$ cat src/clt_pkg.sv
// clt_pkg: beat types and character constants for the command line tokenizer
// no dependencies
package clt_pkg;

	typedef struct packed {
		logic       action;
		logic [7:0] char_byte;
	} in_beat_t;

	typedef struct packed {
		logic [7:0] out_byte;
		logic [7:0] repeat_count;
		logic       token_end;
		logic       unterminated;
		logic       run_overflow;
		logic       last;
	} out_beat_t;

	localparam logic       ACT_BYTE = 1'b0;
	localparam logic       ACT_END  = 1'b1;

	localparam logic       MODE_GNU = 1'b0;
	localparam logic       MODE_WIN = 1'b1;

	localparam logic [7:0] CH_BSL = 8'h5C;
	localparam logic [7:0] CH_DQ  = 8'h22;
	localparam logic [7:0] CH_SQ  = 8'h27;
	localparam logic [7:0] CH_SP  = 8'h20;
	localparam logic [7:0] CH_TAB = 8'h09;
	localparam logic [7:0] CH_LF  = 8'h0A;
	localparam logic [7:0] CH_CR  = 8'h0D;

	localparam int unsigned REG_SYNTAX_MODE = 0;

endpackage

$ cat src/command_line_tokenizer_top.sv
// command line tokenizer: splits a byte stream into argument tokens, gnu or windows rules
// input register, single-pass token logic, four-entry result queue, apb mode register
// depends on clt_pkg
// a byte accepted into the input register passes the token step into the result queue
// throughput: one byte per cycle while the result queue has room; a byte may give two result beats,
//   the four-entry result queue stalls input only when it cannot take two more beats
// reset: arst_n clears mode, line state, overflow flag, input stage and result queue
module command_line_tokenizer_top #(
	parameter int unsigned MAX_BACKSLASH_RUN = 255
) (
	input  logic              clk,
	input  logic              arst_n,
	input  logic              byte_valid,
	output logic              byte_stall,
	input  clt_pkg::in_beat_t  byte_beat,
	output logic              tok_valid,
	input  logic              tok_stall,
	output clt_pkg::out_beat_t tok_beat,
	input  logic              psel,
	input  logic              penable,
	input  logic              pwrite,
	input  logic [2:0]        paddr,
	input  logic [31:0]       pwdata,
	output logic [31:0]       prdata,
	output logic              pready
);
	import clt_pkg::*;

	localparam logic [7:0] RUN_LIMIT = (MAX_BACKSLASH_RUN > 255) ? 8'd255
		: MAX_BACKSLASH_RUN[7:0];
	localparam int unsigned QDEPTH = 4;

	// configuration
	logic mode_q;
	logic cfg_wr;

	// line state
	logic       inside_q, dq_q, sq_q, esc_q, cqp_q, ovf_q;
	logic [7:0] run_q;
	logic       nx_inside, nx_dq, nx_sq, nx_esc, nx_cqp, nx_ovf;
	logic [7:0] nx_run;

	// input stage
	in_beat_t beat_s1;
	logic     valid_s1;
	logic     fire;

	// step results
	out_beat_t res [2];
	logic [1:0] n_res;
	logic       done;
	logic [7:0] c;

	// result queue
	out_beat_t q_q [QDEPTH];
	logic [1:0] head_q, tail_q;
	logic [2:0] cnt_q, cnt_after;
	logic       pop;

	function automatic logic is_space(input logic [7:0] ch);
		return ch == CH_SP || ch == CH_TAB || ch == CH_LF || ch == CH_CR;
	endfunction

	function automatic out_beat_t mk(input logic [7:0] b, input logic [7:0] cnt,
		input logic e, input logic u);
		out_beat_t r;
		r = '0;
		r.out_byte     = (cnt != 8'd0) ? b : 8'd0;
		r.repeat_count = cnt;
		r.token_end    = e;
		r.unterminated = u;
		return r;
	endfunction

	// apb register
	assign pready = 1'b1;
	assign cfg_wr = psel & penable & pwrite & pready & (paddr[2] == 1'(REG_SYNTAX_MODE));
	assign prdata = (paddr[2] == 1'(REG_SYNTAX_MODE)) ? {31'd0, mode_q} : 32'd0;

	always_ff @(posedge clk or negedge arst_n) begin
		if (!arst_n) begin
			mode_q <= MODE_GNU;
		end else if (cfg_wr) begin
			mode_q <= pwdata[0];
		end
	end

	// handshakes
	assign pop        = tok_valid & ~tok_stall;
	assign cnt_after  = cnt_q - {2'd0, pop};
	assign fire       = valid_s1 & (cnt_after <= 3'd2);
	assign byte_stall = valid_s1 & ~fire;
	assign tok_valid  = cnt_q != 3'd0;
	assign tok_beat   = q_q[head_q];
	assign c          = beat_s1.char_byte;

	always_ff @(posedge clk or negedge arst_n) begin
		if (!arst_n) begin
			valid_s1 <= 1'b0;
		end else if (!byte_stall) begin
			valid_s1 <= byte_valid;
		end
	end

	always_ff @(posedge clk) begin
		if (!byte_stall && byte_valid) begin
			beat_s1 <= byte_beat;
		end
	end

	// token step
	always_comb begin
		nx_inside = inside_q;
		nx_dq     = dq_q;
		nx_sq     = sq_q;
		nx_esc    = esc_q;
		nx_cqp    = cqp_q;
		nx_run    = run_q;
		nx_ovf    = ovf_q;
		res[0]    = '0;
		res[1]    = '0;
		n_res     = 2'd0;
		done      = 1'b0;

		if (beat_s1.action == ACT_END) begin
			if (mode_q == MODE_WIN) begin
				if (cqp_q) nx_dq = 1'b0;
				if (run_q != 8'd0) begin
					res[n_res[0]] = mk(CH_BSL, run_q, 1'b0, 1'b0);
					n_res = n_res + 2'd1;
				end
				res[n_res[0]] = mk(8'd0, 8'd0, inside_q, nx_dq);
			end else begin
				if (esc_q) begin
					res[n_res[0]] = mk(CH_BSL, 8'd1, 1'b0, 1'b0);
					n_res = n_res + 2'd1;
				end
				res[n_res[0]] = mk(8'd0, 8'd0, inside_q, dq_q | sq_q);
			end
			n_res     = n_res + 2'd1;
			nx_inside = 1'b0;
			nx_dq     = 1'b0;
			nx_sq     = 1'b0;
			nx_esc    = 1'b0;
			nx_cqp    = 1'b0;
			nx_run    = 8'd0;
		end else if (mode_q == MODE_WIN) begin
			if (cqp_q) begin
				nx_cqp = 1'b0;
				if (c == CH_DQ) begin
					res[0]    = mk(CH_DQ, 8'd1, 1'b0, 1'b0);
					n_res     = 2'd1;
					nx_inside = 1'b1;
					done      = 1'b1;
				end else begin
					nx_dq = 1'b0;
				end
			end
			if (!done && c == CH_BSL) begin
				nx_inside = 1'b1;
				if (run_q < RUN_LIMIT) nx_run = run_q + 8'd1;
				else nx_ovf = 1'b1;
				done = 1'b1;
			end
			if (!done && run_q != 8'd0) begin
				nx_run = 8'd0;
				if (c == CH_DQ) begin
					if (run_q[7:1] != 7'd0) begin
						res[0] = mk(CH_BSL, {1'b0, run_q[7:1]}, 1'b0, 1'b0);
						n_res  = 2'd1;
					end
					if (run_q[0]) begin
						res[n_res[0]] = mk(CH_DQ, 8'd1, 1'b0, 1'b0);
						n_res = n_res + 2'd1;
						done  = 1'b1;
					end
				end else begin
					res[0] = mk(CH_BSL, run_q, 1'b0, 1'b0);
					n_res  = 2'd1;
				end
			end
			if (!done) begin
				if (c == CH_DQ) begin
					if (nx_dq) nx_cqp = 1'b1;
					else nx_dq = 1'b1;
					nx_inside = 1'b1;
				end else if (!nx_dq && is_space(c)) begin
					if (inside_q) begin
						res[n_res[0]] = mk(8'd0, 8'd0, 1'b1, 1'b0);
						n_res = n_res + 2'd1;
					end
					nx_inside = 1'b0;
				end else begin
					res[n_res[0]] = mk(c, 8'd1, 1'b0, 1'b0);
					n_res     = n_res + 2'd1;
					nx_inside = 1'b1;
				end
			end
		end else begin
			if (sq_q) begin
				if (c == CH_SQ) nx_sq = 1'b0;
				else begin
					res[0] = mk(c, 8'd1, 1'b0, 1'b0);
					n_res  = 2'd1;
				end
			end else if (dq_q) begin
				if (esc_q) begin
					res[0] = mk(c, 8'd1, 1'b0, 1'b0);
					n_res  = 2'd1;
					nx_esc = 1'b0;
				end else if (c == CH_DQ) begin
					nx_dq = 1'b0;
				end else if (c == CH_BSL) begin
					nx_esc = 1'b1;
				end else begin
					res[0] = mk(c, 8'd1, 1'b0, 1'b0);
					n_res  = 2'd1;
				end
			end else if (esc_q) begin
				res[0]    = mk(c, 8'd1, 1'b0, 1'b0);
				n_res     = 2'd1;
				nx_esc    = 1'b0;
				nx_inside = 1'b1;
			end else if (c == CH_BSL) begin
				nx_esc    = 1'b1;
				nx_inside = 1'b1;
			end else if (is_space(c)) begin
				if (inside_q) begin
					res[0] = mk(8'd0, 8'd0, 1'b1, 1'b0);
					n_res  = 2'd1;
				end
				nx_inside = 1'b0;
			end else if (c == CH_DQ) begin
				nx_dq     = 1'b1;
				nx_inside = 1'b1;
			end else if (c == CH_SQ) begin
				nx_sq     = 1'b1;
				nx_inside = 1'b1;
			end else begin
				res[0]    = mk(c, 8'd1, 1'b0, 1'b0);
				n_res     = 2'd1;
				nx_inside = 1'b1;
			end
		end

		res[0].run_overflow = nx_ovf;
		res[1].run_overflow = nx_ovf;
		if (n_res == 2'd1) res[0].last = 1'b1;
		if (n_res == 2'd2) res[1].last = 1'b1;
	end

	always_ff @(posedge clk or negedge arst_n) begin
		if (!arst_n) begin
			inside_q <= 1'b0;
			dq_q     <= 1'b0;
			sq_q     <= 1'b0;
			esc_q    <= 1'b0;
			cqp_q    <= 1'b0;
			run_q    <= 8'd0;
			ovf_q    <= 1'b0;
		end else if (fire) begin
			inside_q <= nx_inside;
			dq_q     <= nx_dq;
			sq_q     <= nx_sq;
			esc_q    <= nx_esc;
			cqp_q    <= nx_cqp;
			run_q    <= nx_run;
			ovf_q    <= nx_ovf;
		end
	end

	// result queue
	always_ff @(posedge clk or negedge arst_n) begin
		if (!arst_n) begin
			head_q <= 2'd0;
			tail_q <= 2'd0;
			cnt_q  <= 3'd0;
		end else begin
			if (pop) head_q <= head_q + 2'd1;
			if (fire) begin
				tail_q <= tail_q + n_res;
				cnt_q  <= cnt_after + {1'b0, n_res};
			end else begin
				cnt_q  <= cnt_after;
			end
		end
	end

	always_ff @(posedge clk) begin
		if (fire && n_res != 2'd0) q_q[tail_q] <= res[0];
		if (fire && n_res == 2'd2) q_q[tail_q + 2'd1] <= res[1];
	end

	// checks
	a_cnt_bound: assert property (@(posedge clk) disable iff (!arst_n)
		cnt_q <= 3'(QDEPTH))
		else $error("result queue count out of range");

	a_end_result: assert property (@(posedge clk) disable iff (!arst_n)
		fire && beat_s1.action == ACT_END |-> n_res != 2'd0)
		else $error("end of line gave no result");

	a_end_clears: assert property (@(posedge clk) disable iff (!arst_n)
		fire && beat_s1.action == ACT_END |=> !inside_q && !dq_q && !sq_q && !esc_q
			&& !cqp_q && run_q == 8'd0)
		else $error("line state not cleared after end of line");

	a_ovf_sticky: assert property (@(posedge clk) disable iff (!arst_n)
		ovf_q |=> ovf_q)
		else $error("overflow flag dropped");

endmodule
$ cat config.mk
export PLATFORM = sky130hd
export DESIGN_NAME = command_line_tokenizer_top
export DESIGN_NICKNAME = d
export VERILOG_FILES = /design/src/clt_pkg.sv /design/src/command_line_tokenizer_top.sv
export SDC_FILE = /design/constraint.sdc
export NUM_CORES = 1
export LEC_CHECK = 0
export ABC_AREA = 1
export BUFFER_PORTS_ARGS = -buffer_cell sky130_fd_sc_hd__buf_2
export CAP_MARGIN = 0
export CORE_MARGIN = 2
export CORE_UTILIZATION = 31
export CTS_BUF_LIST = sky130_fd_sc_hd__clkbuf_16
export DETAILED_ROUTE_END_ITERATION = 7
export SLEW_MARGIN = 20
export SYNTH_ARGS = -nofsm -noshare
export SYNTH_HDL_FRONTEND = slang
export SYNTH_SLANG_ARGS = --single-unit
$ cat constraint.sdc
create_clock -name clk -period 6.8 [get_ports clk]
set_clock_uncertainty 0.05 [all_clocks]
set_input_delay 0.34 -clock clk [delete_from_list [all_inputs] [get_ports clk]]
set_output_delay 0.34 -clock clk [all_outputs]
set_load 0.01 [all_outputs]
==> flow_summary.yaml <==
worst_setup_path:
  cp_common_cell: "nand2_1"
  critPathKind: "reg2reg"
  cp_cell_sequence: "inv_2 -> nand2_1 -> nor2_4 -> nand3_2 -> nand2_1 -> ha_1 -> inv_1 -> nand3_1 -> a31oi_2 -> ha_1 -> nor2_1 -> o21ai_1 -> nand2_1 -> nand2_2 -> a21oi_4 -> nand3_2 -> nand2_1 -> buf_4"
  worst-path-stages: 18
  reg2reg_from: "c[7]$_DFFE_PP_"
  rrSetupSlack_ns: 1.79
  cpLargestDelayFamily: "simple AND/OR/NAND/NOR gates"
  crit_start: "c[7]$_DFFE_PP_"
  crit_path_start_kind: "flip-flop"
  reg2reg_to: "q_q[1][16]$_DFFE_PP_"
  crit_path_end_kind: "flip-flop"
  timing.critical_path.buf_inv: 3
  critPathCapture: "q_q[1][16]$_DFFE_PP_"
  critPathRequiredTime_ns: 6.80
  slowest_delay_ns: 0.66
  worstPathArrival_ns: 5.01
  critPathMaxFanout: 29
  cp_slowest_cell: "a21oi_4"
  ff2ff_path_depth: 18
global_route:
  grt_max_degree: 51
  overflow: 0
  grt_pass1_wl_mm: 28.7
  grt_pass1_vias: 5344
  antenna_found_initial: 0
  track_usage_pct: 15.3
die:
  dieArea_um2: 23600
  fp.dieW_um: 153
  start_util_pct: 31.6
  fp.coreArea_um2: 21900
  num_rows: 54
  pin_count: 106
  die_h_um: 153
synth:
  synth_top_area_share_pct: 38.6
  ys_top_cells_by_area: "edfxtp_1 (39%), nand2_1 (12%), dfrtp_1 (8.3%), o21ai_0 (5.1%), nor2_1 (4.7%)"
  synthCells: 848
  async_reset_ff_share_pct: 20.5
  syn_avg_cell_area_um2: 8.17
  synth_edf_count: 89
  synth_warnings: 0
  synth_most_common_cell: "nand2_1"
  synth_top_area_cell: "edfxtp_1"
  synthFlopType: "edfxtp_1"
  synth_area_um2: 6930
  synth_seq_area_share_pct: 46.9
  synth-seq-cells: 112
  yosys.cell_types.count: 45
  synthTopCellsByCount: "nand2_1 (215), edfxtp_1 (89), nor2_1 (87)"
finish:
  seq_area_um2: 3250
  final_nets: 934
  nFillCells: 2299
  insertedDiodeCount: 0
  area_delta_synth_final_pct: 8.92
  multiInputGateArea_um2: 2960
  drive_gt1_share_pct: 12.3
power_and_ir_drop:
  powerDensity_nw_per_um2: 453
  totalPowerFinal_uw: 3420
  max-vdd-ir-drop_uv: 174
  leakage_uw: 0.00346
detailed_routing:
  wl_mm: 18.1
  drtAntennaViolNets: 0
  dr.first_iter.drc_count: 592
  route.detailed.drc: 0
  vias: 5785
  drt_first_pass_iters: 5
  wl_per_cell_um: 15.6
  viasPerCell: 5.00
clock_tree:
  tritoncts: "yes"
  cts_max_level: 3
  cts_made_buffers: 9
  clkSinkCount: 112
  post-cts-setup-buffers: 0
  path_clk_slew_ns: 0.07
  root_buffer: "clkbuf_16"
  clk_latency_ns: 0.36
  cts_buffer_depth: 2
flow_run:
  cap_viol_max_count: 0
sta:
  worst_slew_pin_slew_ns: 0.973
  final.min_clock_period_ns: 5.01
  tns_ns: 0
  hold_viol: 0
  report.final.slew_viol_count: 0
  fmaxAchievable_ghz: 0.200
  post-route-period-util_pct: 73.7
  grt_setup_unrepaired: "no"
  max_slew_margin_pct: 34.9
  finalSetupViolCount: 0
hold_path:
  hp-class: "in2reg"
placed_design:
  dp_hpwl_mm: 12.6
  portBuffers: 40
  gp_congestion: 0.904
status:
  status: "complete, no violations"
[state kept, by name (all words and copies together) (netlist names), 2 cells and up]
name,count
q_q,80
head_q,2
run_q,8
c,8
tail_q,2
cnt_q,3
[cell families after synthesis]
group / count (synthesis) / share of synthesized area, %
xor+xnor: 4 / 0.506
buf+inv: 166 / 12.0
flops: 112 / 46.9
compound gates: 127 / 10.5
simple gates: 425 / 27.6
fa+ha+maj: 12 / 2.28
other cells: 2 / 0.108
[where the power goes]
group          total [µW]  switching, µW  internal (µW)
logic                1710           1220            489
registers            1110            105           1010
clock network         597            265            332
[area by class of cell]
| cell class | instances | share of cell area (%) |
|---|---|---|
| well taps | 280 | 4.64 |
| repair buffers | 51 | 3.78 |
| clock inverters | 7 | 1.49 |
| inverters | 97 | 4.83 |
| clock buffers | 9 | 2.98 |
| flip-flops and latches | 112 | 43.0 |
| multi-input cells | 600 | 39.2 |
[how the worst min path moves through the flow]
| stage | startpoint | end | slack [ns] | depth (start not counted) |
|---|---|---|---|---|
| 2_1_floorplan | arst_n | cnt_q[0]$_DFF_PN0_ | -0.006 | 0 |
| 3_3_place_gp | arst_n | mode_q$_DFFE_PN0P_ | 0.31 | 1 |
| 3_5_place_dp | arst_n | mode_q$_DFFE_PN0P_ | 0.32 | 1 |
| 4_1_cts | byte_beat[5] | c[5]$_DFFE_PP_ | 0.09 | 1 |
| 5_1_grt | byte_beat[8] | beat_s1[8]$_DFFE_PP_ | 0.09 | 1 |
| 6_report | byte_beat[8] | beat_s1[8]$_DFFE_PP_ | 0.10 | 1 |
[layout by cell type (no fill, tap or decap), types with 2 or more instances in the layout]
cell	count
nor2_4	3
nand2_1	214
nand3_2	5
buf_4	10
ha_1	11
nor2_2	2
dfrtp_1	23
nand2_2	10
inv_1	82
clkinv_1	2
o22ai_1	25
clkbuf_16	9
o21ai_0	70
conb_1	32
xor2_1	3
inv_6	2
buf_2	40
a21oi_1	12
nand4_1	52
nand3_4	2
a31oi_1	4
bufinv_16	2
a21oi_2	2
o211ai_1	3
inv_2	13
nand3_1	34
o32ai_1	2
nor2_1	87
edfxtp_1	89
nor3_1	12
[stage by stage]
step           utilization (%)  worst slack (ns)  cells  area, µm²  hold WS [ns]
5_1_grt                   34.5              1.44   1156       7550        0.0908
2_1_floorplan                -              3.12    878       7040      -0.00559
3_5_place_dp              32.9              1.75   1139       7200         0.323
4_1_cts                   34.5              1.74   1156       7540        0.0899
6_report                  34.5              1.79   1156       7550         0.101
3_3_place_gp              32.9              1.82   1139       7200         0.310
[layer usage]
| layer | track usage [%] | wire, µm |
|---|---|---|
| met1 | 19.8 | 7830 |
| met2 | 26.5 | 8860 |
| met3 | 2.71 | 1040 |
| met4 | 4.15 | 325 |
| met5 | 0 | 0 |
[repair_timing]
item	4_1_cts	5_1_grt
hold buffers	1	0
resized for setup	0	0
hold endpoints to repair	23	0
Power figures use the tool's default switching activity.
